[src/rtl/rtlk_pkg.sv]
// Shared types and constants for the route table lookup block.
// No dependencies; imported by rtlk_cmp and route_table_lookup.
`default_nettype none

package rtlk_pkg;

  // metric handling
  localparam logic [9:0]  METRIC_CAP   = 10'd999;
  localparam logic [9:0]  METRIC_START = 10'd1000;
  localparam logic [31:0] GW_DIRECT    = 32'h0000_0000;

  // request codes
  localparam logic REQ_WRITE  = 1'b0;
  localparam logic REQ_LOOKUP = 1'b1;

  // result codes
  typedef enum logic [1:0] {
    OUT_NONE   = 2'd0,
    OUT_LOCAL  = 2'd1,
    OUT_REMOTE = 2'd2,
    OUT_WRITE  = 2'd3
  } outcome_t;

  // sequencer states
  typedef enum logic [1:0] {
    ST_IDLE,
    ST_WALK,
    ST_FINISH
  } state_t;

  // one stored route entry (valid bit lives in flops)
  typedef struct packed {
    logic [31:0] dest;
    logic [31:0] mask;
    logic [31:0] gateway;
    logic [9:0]  metric;
    logic [3:0]  port;
  } route_entry_t;

  // comparator flags back to the sequencer
  typedef struct packed {
    logic hit;
    logic local_hit;
    logic better;
  } cmp_res_t;

endpackage

`default_nettype wire

[src/rtl/rtlk_ram.sv]
// Generic single-port-write, single-read RAM with registered read data.
// No dependencies.
`default_nettype none

module rtlk_ram #(
  parameter int WIDTH = 8,
  parameter int DEPTH = 16,
  localparam int AW = (DEPTH > 1) ? $clog2(DEPTH) : 1
) (
  input  wire logic             clk,
  input  wire logic             we,
  input  wire logic [AW-1:0]    waddr,
  input  wire logic [WIDTH-1:0] wdata,
  input  wire logic             re,
  input  wire logic [AW-1:0]    raddr,
  output logic      [WIDTH-1:0] rdata
);

  logic [WIDTH-1:0] mem [DEPTH];

  // write port
  always_ff @(posedge clk) begin
    if (we) begin
      mem[waddr] <= wdata;
    end
  end

  // registered read port
  always_ff @(posedge clk) begin
    if (re) begin
      rdata <= mem[raddr];
    end
  end

endmodule

`default_nettype wire

[src/rtl/rtlk_cmp.sv]
// Shared masked-match and metric comparator, used once per table entry.
// Depends on rtlk_pkg.
`default_nettype none

module rtlk_cmp (
  input  wire logic [31:0]          addr,
  input  wire rtlk_pkg::route_entry_t entry,
  input  wire logic                 entry_valid,
  input  wire logic [9:0]           best_metric,
  output rtlk_pkg::cmp_res_t        res
);

  import rtlk_pkg::*;

  logic match;
  logic direct;

  // address and destination agree under the mask
  assign match  = entry_valid && ((addr & entry.mask) == (entry.dest & entry.mask));
  assign direct = (entry.gateway == GW_DIRECT);

  // classify the entry
  always_comb begin
    res.hit       = match;
    res.local_hit = match && direct;
    res.better    = match && !direct && (entry.metric < best_metric);
  end

endmodule

`default_nettype wire

[src/rtl/route_table_lookup.sv]
// Route table lookup block: entry storage, walk sequencer and result register.
// Depends on rtlk_pkg, rtlk_ram and rtlk_cmp.
//
// Input channel (in_*): one word is either a table write (req_type 0) or a
// lookup of in_lookup_addr (req_type 1). A word is taken when in_valid is
// high and in_stall is low; in_stall is high while a word is being worked on.
// Output channel (out_*): one result word per input word, held in an output
// register until taken (out_valid high, out_stall low).
// An accepted write passes through the result register into the output
// register. A lookup walks the table one entry per cycle through the RAM read
// port and one shared comparator; a directly attached route ends the walk
// early. The next word is accepted once the previous result has moved into
// the output register and the sequencer is idle again, so the block works on
// one word at a time.
// Reset clears all entry valid bits (the table reads as empty) and the
// handshake state; entry contents are kept until rewritten.
// When the receiver stalls, the result stays in the output register and a
// finished result behind it waits, holding in_stall high.
`default_nettype none

module route_table_lookup #(
  parameter int TABLE_DEPTH = 16,
  parameter int PORT_COUNT  = 16
) (
  input  wire logic        clk,
  input  wire logic        rst_n,
  // input channel
  input  wire logic        in_valid,
  output logic             in_stall,
  input  wire logic        in_req_type,
  input  wire logic [3:0]  in_entry_index,
  input  wire logic        in_entry_valid,
  input  wire logic [31:0] in_entry_dest,
  input  wire logic [31:0] in_entry_mask,
  input  wire logic [31:0] in_entry_gateway,
  input  wire logic [15:0] in_entry_metric,
  input  wire logic [3:0]  in_entry_port,
  input  wire logic [31:0] in_lookup_addr,
  // result channel
  output logic             out_valid,
  input  wire logic        out_stall,
  output logic [1:0]       out_outcome,
  output logic [3:0]       out_index,
  output logic [3:0]       out_port,
  output logic [31:0]      out_gateway,
  output logic [9:0]       out_metric
);

  import rtlk_pkg::*;

  localparam int AW = (TABLE_DEPTH > 1) ? $clog2(TABLE_DEPTH) : 1;
  localparam int CW = $clog2(TABLE_DEPTH + 1);
  localparam int EW = $bits(route_entry_t);

  state_t state_r, state_nxt;

  logic              accept_in;
  logic              write_go;
  logic              look_go;
  logic              out_free;
  logic              issue_more;
  logic              ram_re;
  logic              walk_local;
  logic              walk_scan_end;

  logic [31:0]       addr_r;
  logic [CW-1:0]     issue_cnt_r;
  logic              rd_vld_r;
  logic [AW-1:0]     rd_idx_r;
  logic              valid_r [TABLE_DEPTH];

  logic              have_r;
  logic [9:0]        best_metric_r;
  logic [AW-1:0]     best_idx_r;
  logic [3:0]        best_port_r;
  logic [31:0]       best_gw_r;

  outcome_t          res_outcome_r;
  logic [3:0]        res_index_r;
  logic [3:0]        res_port_r;
  logic [31:0]       res_gw_r;
  logic [9:0]        res_metric_r;

  logic              out_valid_r;
  outcome_t          out_outcome_r;
  logic [3:0]        out_index_r;
  logic [3:0]        out_port_r;
  logic [31:0]       out_gw_r;
  logic [9:0]        out_metric_r;

  logic [8:0]        wr_idx9;
  logic [8:0]        rd_idx9;
  logic [8:0]        best_idx9;
  logic              wr_in_range;
  logic              port_ok;
  logic [AW-1:0]     wr_addr;
  logic              ram_we;
  route_entry_t      wr_entry;
  logic [EW-1:0]     rd_word;
  route_entry_t      rd_entry;
  logic              rd_entry_valid;
  cmp_res_t          cmp_res;

  // handshake decode
  assign accept_in = in_valid && !in_stall;
  assign write_go  = accept_in && (in_req_type == REQ_WRITE);
  assign look_go   = accept_in && (in_req_type == REQ_LOOKUP);
  assign out_free  = !out_valid_r || !out_stall;

  // write address and entry build
  assign wr_idx9     = 9'(in_entry_index);
  assign wr_in_range = wr_idx9 < 9'(TABLE_DEPTH);
  assign port_ok     = 9'(in_entry_port) < 9'(PORT_COUNT);
  assign wr_addr     = wr_idx9[AW-1:0];
  assign ram_we      = write_go && wr_in_range;

  always_comb begin
    wr_entry.dest    = in_entry_dest;
    wr_entry.mask    = in_entry_mask;
    wr_entry.gateway = in_entry_gateway;
    wr_entry.metric  = (in_entry_metric > 16'(METRIC_CAP)) ? METRIC_CAP
                                                           : in_entry_metric[9:0];
    wr_entry.port    = in_entry_port;
  end

  // entry storage
  rtlk_ram #(
    .WIDTH (EW),
    .DEPTH (TABLE_DEPTH)
  ) u_ram (
    .clk   (clk),
    .we    (ram_we),
    .waddr (wr_addr),
    .wdata (wr_entry),
    .re    (ram_re),
    .raddr (issue_cnt_r[AW-1:0]),
    .rdata (rd_word)
  );

  assign rd_entry       = route_entry_t'(rd_word);
  assign rd_entry_valid = valid_r[rd_idx_r];

  // shared comparator
  rtlk_cmp u_cmp (
    .addr        (addr_r),
    .entry       (rd_entry),
    .entry_valid (rd_entry_valid),
    .best_metric (best_metric_r),
    .res         (cmp_res)
  );

  // walk status
  assign issue_more    = issue_cnt_r < CW'(TABLE_DEPTH);
  assign walk_local    = (state_r == ST_WALK) && rd_vld_r && cmp_res.local_hit;
  assign walk_scan_end = (state_r == ST_WALK) && !issue_more && !rd_vld_r;

  // next state
  always_comb begin
    state_nxt = state_r;
    unique case (state_r)
      ST_IDLE: begin
        if (write_go) begin
          state_nxt = ST_FINISH;
        end else if (look_go) begin
          state_nxt = ST_WALK;
        end
      end
      ST_WALK: begin
        if (walk_local || walk_scan_end) begin
          state_nxt = ST_FINISH;
        end
      end
      ST_FINISH: begin
        if (out_free) begin
          state_nxt = ST_IDLE;
        end
      end
      default: state_nxt = ST_IDLE;
    endcase
  end

  // state outputs
  always_comb begin
    in_stall = 1'b1;
    ram_re   = 1'b0;
    unique case (state_r)
      ST_IDLE:   in_stall = 1'b0;
      ST_WALK:   ram_re   = issue_more && !walk_local;
      ST_FINISH: in_stall = 1'b1;
      default:   in_stall = 1'b1;
    endcase
  end

  always_ff @(posedge clk) begin
    if (!rst_n) begin
      state_r <= ST_IDLE;
    end else begin
      state_r <= state_nxt;
    end
  end

  // entry valid bits
  always_ff @(posedge clk) begin
    if (!rst_n) begin
      for (int i = 0; i < TABLE_DEPTH; i++) begin
        valid_r[i] <= 1'b0;
      end
    end else if (ram_we) begin
      valid_r[wr_addr] <= in_entry_valid && port_ok;
    end
  end

  // walk counter and read pipeline
  always_ff @(posedge clk) begin
    if (!rst_n) begin
      issue_cnt_r <= '0;
      rd_vld_r    <= 1'b0;
    end else begin
      if (look_go) begin
        issue_cnt_r <= '0;
      end else if (ram_re) begin
        issue_cnt_r <= issue_cnt_r + CW'(1);
      end
      rd_vld_r <= ram_re;
    end
  end

  always_ff @(posedge clk) begin
    if (ram_re) begin
      rd_idx_r <= issue_cnt_r[AW-1:0];
    end
    if (look_go) begin
      addr_r <= in_lookup_addr;
    end
  end

  // best remote candidate so far
  always_ff @(posedge clk) begin
    if (!rst_n) begin
      have_r        <= 1'b0;
      best_metric_r <= METRIC_START;
    end else if (look_go) begin
      have_r        <= 1'b0;
      best_metric_r <= METRIC_START;
    end else if ((state_r == ST_WALK) && rd_vld_r && cmp_res.better) begin
      have_r        <= 1'b1;
      best_metric_r <= rd_entry.metric;
    end
  end

  always_ff @(posedge clk) begin
    if ((state_r == ST_WALK) && rd_vld_r && cmp_res.better) begin
      best_idx_r  <= rd_idx_r;
      best_port_r <= rd_entry.port;
      best_gw_r   <= rd_entry.gateway;
    end
  end

  assign rd_idx9   = 9'(rd_idx_r);
  assign best_idx9 = 9'(best_idx_r);

  // result capture
  always_ff @(posedge clk) begin
    if (write_go) begin
      res_outcome_r <= OUT_WRITE;
      res_index_r   <= in_entry_index;
      res_port_r    <= '0;
      res_gw_r      <= '0;
      res_metric_r  <= '0;
    end else if (walk_local) begin
      res_outcome_r <= OUT_LOCAL;
      res_index_r   <= rd_idx9[3:0];
      res_port_r    <= rd_entry.port;
      res_gw_r      <= '0;
      res_metric_r  <= rd_entry.metric;
    end else if (walk_scan_end) begin
      if (have_r) begin
        res_outcome_r <= OUT_REMOTE;
        res_index_r   <= best_idx9[3:0];
        res_port_r    <= best_port_r;
        res_gw_r      <= best_gw_r;
        res_metric_r  <= best_metric_r;
      end else begin
        res_outcome_r <= OUT_NONE;
        res_index_r   <= '0;
        res_port_r    <= '0;
        res_gw_r      <= '0;
        res_metric_r  <= '0;
      end
    end
  end

  // output register
  always_ff @(posedge clk) begin
    if (!rst_n) begin
      out_valid_r <= 1'b0;
    end else if ((state_r == ST_FINISH) && out_free) begin
      out_valid_r <= 1'b1;
    end else if (!out_stall) begin
      out_valid_r <= 1'b0;
    end
  end

  always_ff @(posedge clk) begin
    if ((state_r == ST_FINISH) && out_free) begin
      out_outcome_r <= res_outcome_r;
      out_index_r   <= res_index_r;
      out_port_r    <= res_port_r;
      out_gw_r      <= res_gw_r;
      out_metric_r  <= res_metric_r;
    end
  end

  assign out_valid   = out_valid_r;
  assign out_outcome = out_outcome_r;
  assign out_index   = out_index_r;
  assign out_port    = out_port_r;
  assign out_gateway = out_gw_r;
  assign out_metric  = out_metric_r;

endmodule

`default_nettype wire
[config.mk]
export PLATFORM = sky130hd
export DESIGN_NAME = route_table_lookup
export DESIGN_NICKNAME = d
export VERILOG_FILES = /design/src/rtl/rtlk_pkg.sv /design/src/rtl/rtlk_ram.sv /design/src/rtl/rtlk_cmp.sv /design/src/rtl/route_table_lookup.sv
export SDC_FILE = /design/constraint.sdc
export NUM_CORES = 2
export LEC_CHECK = 0
export BUFFER_PORTS_ARGS = -buffer_cell sky130_fd_sc_hd__buf_2
export CORE_UTILIZATION = 56
export CTS_CLUSTER_DIAMETER = 100
export DETAILED_ROUTE_END_ITERATION = 10
export PLACE_DENSITY = 0.76
export SYNTH_ARGS = -nofsm -noshare
export SYNTH_HDL_FRONTEND = slang
export SYNTH_SLANG_ARGS = --single-unit
[constraint.sdc]
create_clock -name clk -period 13.8 [get_ports clk]
set_input_delay 2.76 -clock clk [delete_from_list [all_inputs] [get_ports clk]]
set_output_delay 2.76 -clock clk [all_outputs]
set_load 0.005 [all_outputs]
Word level (Yosys, flattened, before mapping)

Memories as Yosys holds them, arrays and structs flattened. A register that Yosys moved wholly into a read port is not among the register bits.
Cells that the tools add are included.

Add/sub/neg operators: 1
Magnitude comparators: 4
Eq/ne operators: 7
Mux-type cells: 33
Bitwise gates (word level): 4
Reduce and logical (&&, ||, !) cells: 31

Operator list:

| cell                                                                          | number |
|---|---|
| 32-bit bitwise AND                                                            | 2 |
| 10-bit two-way mux                                                            | 4 |
| 4-bit two-way mux                                                             | 9 |
| 32-bit == test                                                                | 1 |
| 32-bit zero test                                                              | 1 |
| 32-bit two-way mux                                                            | 1 |
| 16-bit by 10-bit > comparator with 1-bit output (second input constant)       | 1 |
| 1-bit logical AND                                                             | 15 |
| 2-bit two-way mux                                                             | 7 |
| 1-bit two-way mux                                                             | 11 |
| 10-bit less-than comparator                                                   | 1 |
| 1-bit zero test                                                               | 6 |
| 2-bit case mux with 3 select lines                                            | 1 |
| 5-bit by 1-bit adder with 5-bit output (second input constant)                | 1 |
| 4-bit by 5-bit less-than comparator with 1-bit output (second input constant) | 1 |
| 5-bit less-than comparator (second input constant)                            | 1 |
| 2-bit != test (second input constant)                                         | 2 |
| 2-bit OR reduction                                                            | 2 |
| 3-bit != test (second input constant)                                         | 1 |
| 3-bit AND reduction                                                           | 1 |
| 3-bit nonzero test                                                            | 1 |
| 2-bit by 1-bit == test with 1-bit output (second input constant)              | 1 |
| 2-bit == test (second input constant)                                         | 1 |
| 2-bit zero test                                                               | 1 |
| 5 further kinds                                                               | 7 |

Register bits: 200
Bits in writable memories: 1776
Output and inout port bits: 54
Word-level logic and storage cells: 104
Memories kept: 2

Memories:

| memory    | depth | bits a word | rd ports | clocked after Yosys merged registers in | wr ports | line                     | text |
|---|---|---|---|---|---|---|---|
| u_ram.mem | 16    | 110         | 1        | 1                                       | 1        | rtlk_ram.sv:19           | `logic [WIDTH-1:0] mem [DEPTH];` |
| valid_r   | 16    | 1           | 1        | 1                                       | 16       | route_table_lookup.sv:70 | `logic valid_r [TABLE_DEPTH];` |

Logic depth before layout (Yosys ltp)

Word-level depth: 9
Mapped depth: 9

By module

Synthesis repeated with hierarchy kept, for this count alone.

Cell total of the unflattened synthesis: 3433
Area total of the unflattened synthesis: 77600.7 sq um

Modules (own cells, without submodules):

| module             | instances | cells an instance | area each (sq um) |
|---|---|---|---|
| rtlk_ram           | 1         | 2813              | 69117.5 |
| route_table_lookup | 1         | 521               | 7697.4 |
| rtlk_cmp           | 1         | 99                | 785.8 |

Worst setup path before layout

OpenSTA, ideal clock, no wires.

Path type: input port to flip-flop
Start point: input in_req_type
End point: memory valid_r[8]
Data arrival time: 14552 ps
Data required time: 13704 ps
Setup slack: -848 ps
Stages: 5
Buffers on the path: 0
Cell sequence: nor3b_1 > nand2_1 > nor4_1 > mux2i_1 > nor2b_1

RTL lines:

| element     | line                     | text |
|---|---|---|
| from (decl) | route_table_lookup.sv:30 | `input wire logic in_req_type,` |
| to (decl)   | route_table_lookup.sv:70 |  |

Final worst setup path

Start point: input in_req_type
End point: memory u_ram.mem[0][35] in the netlist's numbering, enable pin

Word-level cells in the longest chain between the ends: 5

RTL lines:

| element                                 | line                      | text |
|---|---|---|
| 1-bit NOT                               | route_table_lookup.sv:106 | `assign write_go = accept_in && (in_req_type == REQ_WRITE);` |
| 1-bit logical AND                       | route_table_lookup.sv:106 |  |
| 1-bit logical AND                       | route_table_lookup.sv:115 | `assign ram_we = write_go && wr_in_range;` |
| 1-bit two-way mux                       | rtlk_ram.sv:23            | `if (we) begin` |
| 1-bit two-way mux (not written as such) | rtlk_ram.sv:24            | `mem[waddr] <= wdata;` |
| to (decl)                               | rtlk_ram.sv:19            |  |

No other way between the ends.

==> metrics.yaml <==
power:
  ir_drop_uv: 111
  p_leak_uw: 0.0273
  powerDensity_nw_per_um2: 146
die:
  dieArea_um2: 140000
  core_um2: 137000
  initial_utilization: 0.564
  die_x_um: 374
  die_h_um: 374
  ios: 212
  num_rows: 136
synth:
  async_reset_ff_frac: 0
  syn_avg_cell_area_um2: 24.3
  syn-num-nets: 3364
  netlist_area_um2: 77600
  yosys-top-cells-area: "edfxtp_1 (77%), mux4_2 (16%), dfxtp_1 (2.3%), clkbuf_1 (0.55%), xor2_1 (0.36%)"
  yosys_warnings: 0
  yosysUniqueCellTypes: 54
  ys_ff_latch: 2090
  synthDominantAreaCellType: "edfxtp_1"
  synthFlopType: "edfxtp_1"
  synth.most_common_cell: "edfxtp_1"
  synth_top_area_share: 0.775
  synthTopCellsByCount: "edfxtp_1 (2,002), mux4_2 (552), clkbuf_1 (114)"
  ys_seq_area_frac: 0.797
  synth_edf_count: 2002
  syn_inst: 3196
clock_network:
  ctsResizeCount: 0
  post-cts-setup-buffers: 0
  postCtsHoldBufs: 0
  cts-buffers-inserted: 197
  cts_htree_levels: 4
  clock-sinks: 2090
  cts_root_buf: "clkbuf_16"
  cts_tree: "done"
  max-clock-path-buffers: 3
  insertion_delay_ns: 0.84
  clkTransAtPathRegs_ns: 0.06
timing:
  worstMarginPinSlew_ns: 1.23
  relSlewSlack: 0.180
  fin_ws_ns: 7.51
  clock_skew_ns: 0.0340
  max_freq_ghz: 0.159
  final_hold_viol_count: 0
  period_needed_ns: 6.29
  period_share: 0.456
  rsz0062_at_grt: "no"
  final_max_slew_viol_count: 0
  setup_tns_ns: 0
  finalSetupViolCount: 0
route:
  ant_nets: 0
  wire_per_inst_um: 33.6
  route.detailed.drc: 0
  drt-pass1-iter-count: 6
  drtIter0Drc: 5399
  vias_per_cell: 6.65
  drt-total-wl_um: 184000
  vias: 36500
layout:
  layout-drive-gt1-share: 0.313
  final_util: 0.636
  fin_area_um2: 87400
  nets: 3681
  final_cells: 5485
  area_growth_pct: 12.6
global_routing:
  busiest_layer: "met2"
  met1_usage: 0.369
  grt_usage: 0.267
  use_met3: 0.0535
  antenna_found_initial: 34
  grt-ovfl-total: 0
  grt_use_met2: 0.436
  grt_pass1_wl_um: 266000
  grt_max_degree: 112
  first_global_vias: 37400
critical_path:
  r2r_slack_ns: 8.85
  startpoint_type: "primary input"
  cp_cell_sequence: "buf_2, or3b_1, or3_1, nor3_4, buf_4, buf_4"
  cp_max_fo: 50
  crit_family: "simple AND/OR/NAND/NOR gates"
  slowest_stage: "buf_4"
  crit_buf_inv: 3
  setup.worst_path.end_class: "flop"
  cpMostUsedCell: "buf_4"
  required_ns: 14.25
  arrival_ns: 6.74
  cpPeakStageDelay_ns: 0.92
  worst-setup-path-type: "primary input to flop"
placed_design:
  io_buffers: 211
  dp_cells: 5108
  place_congestion: 0.789
  dp_hpwl_um: 92900
  dp_worst_setup_slack_ns: 6.71
  post_dp_cell_area_um2: 81000
job:
  maxCapViolCount: 0
outcome:
  outcome: "finished clean"
worst_hold_path:
  hp-class: "flop to flop"
==> stage by stage <==
step / total power, µW / hold slack [ns]
after floorplan: 7380 / 0.400
after global placement: 7540 / 0.404
after detailed placement: 7550 / 0.413
after CTS: 12800 / 0.409
after global routing: 13100 / 0.427
final: 12800 / 0.403
==> kinds of logic (layout without fill, tap and decap cells) <==
| group | after synthesis | count (layout) | share of synthesized area |
|---|---|---|---|
| fa+ha+maj | 10 | 10 | 0.00161 |
| flops | 2090 | 2090 | 0.797 |
| simple gates | 198 | 198 | 0.0134 |
| xor+xnor | 32 | 32 | 0.00361 |
| compound gates | 133 | 133 | 0.0127 |
| mux | 567 | 567 | 0.163 |
| buf+inv | 166 | 648 | 0.00864 |
| other cells | 0 | 13 | 0 |
==> path summary, 6_finish.rpt <==
check / end / cells after the start / from
worst min-delay path: out_index[3]$_DFFE_PP_ / 0 / res_index_r[3]$_DFFE_PP_
worst max register to register: u_ram.mem[0][35]$_DFFE_PP_ / 6 / state_r[1]$_SDFFE_PN0P_
worst min register to register: out_index[3]$_DFFE_PP_ / 0 / res_index_r[3]$_DFFE_PP_
worst max-delay path: u_ram.mem[0][35]$_DFFE_PP_ / 6 / in_req_type
==> per-layer routing <==
metal | wire, µm | up-vias
li1 | - | 14400
met1 | 70100 | 19400
met2 | 92500 | 2293
met3 | 16700 | 339
met4 | 4600 | 18
met5 | 143 | -
==> sequential cells by signal (all words and copies together), names as in the netlist, 5 cells and up, named ones only <==
name / cells
res_metric_r: 10
res_gw_r: 32
best_gw_r: 32
u_ram.rdata: 110
valid_r: 16
best_metric_r: 10
issue_cnt_r: 5
u_ram.mem: 1760
addr_r: 32
out_gateway: 32
out_metric: 10
==> area by class of cell <==
cell class | count | area (µm²)
Sequential cell | 2090 | 61900
Tap cell | 1794 | 2240
Antenna cell | 13 | 32.5
Timing Repair Buffer | 272 | 1580
Multi-Input combinational cell | 940 | 15200
Fill cell | 8577 | 50100
Clock inverter | 100 | 1090
Clock buffer | 264 | 5300
Inverter | 12 | 50.0
==> report_power, final <==
group / switching [µW] / internal [µW]
combinational: 239 / 149
clock: 2320 / 3040
sequential: 33.9 / 7000
total: 2590 / 10200
==> placed cells by master, fill, tap and decap left out, types with 13 or more instances in the layout <==
cell and n:
a211oi_1 15, a22o_1 13, a22o_2 19, a22oi_1 20, and3_1 17, buf_2 211
buf_4 56, bufinv_16 18, clkbuf_1 57, clkbuf_16 199, clkinv_1 39, clkinv_2 24
dfxtp_1 84, diode_2 13, edfxtp_1 2002, mux4_2 552, nand2_1 38, nand3_1 22
nand4_1 14, nor2_1 22, nor3_1 15, o21ai_0 23, xor2_1 32
Power figures use the tool's default switching activity.
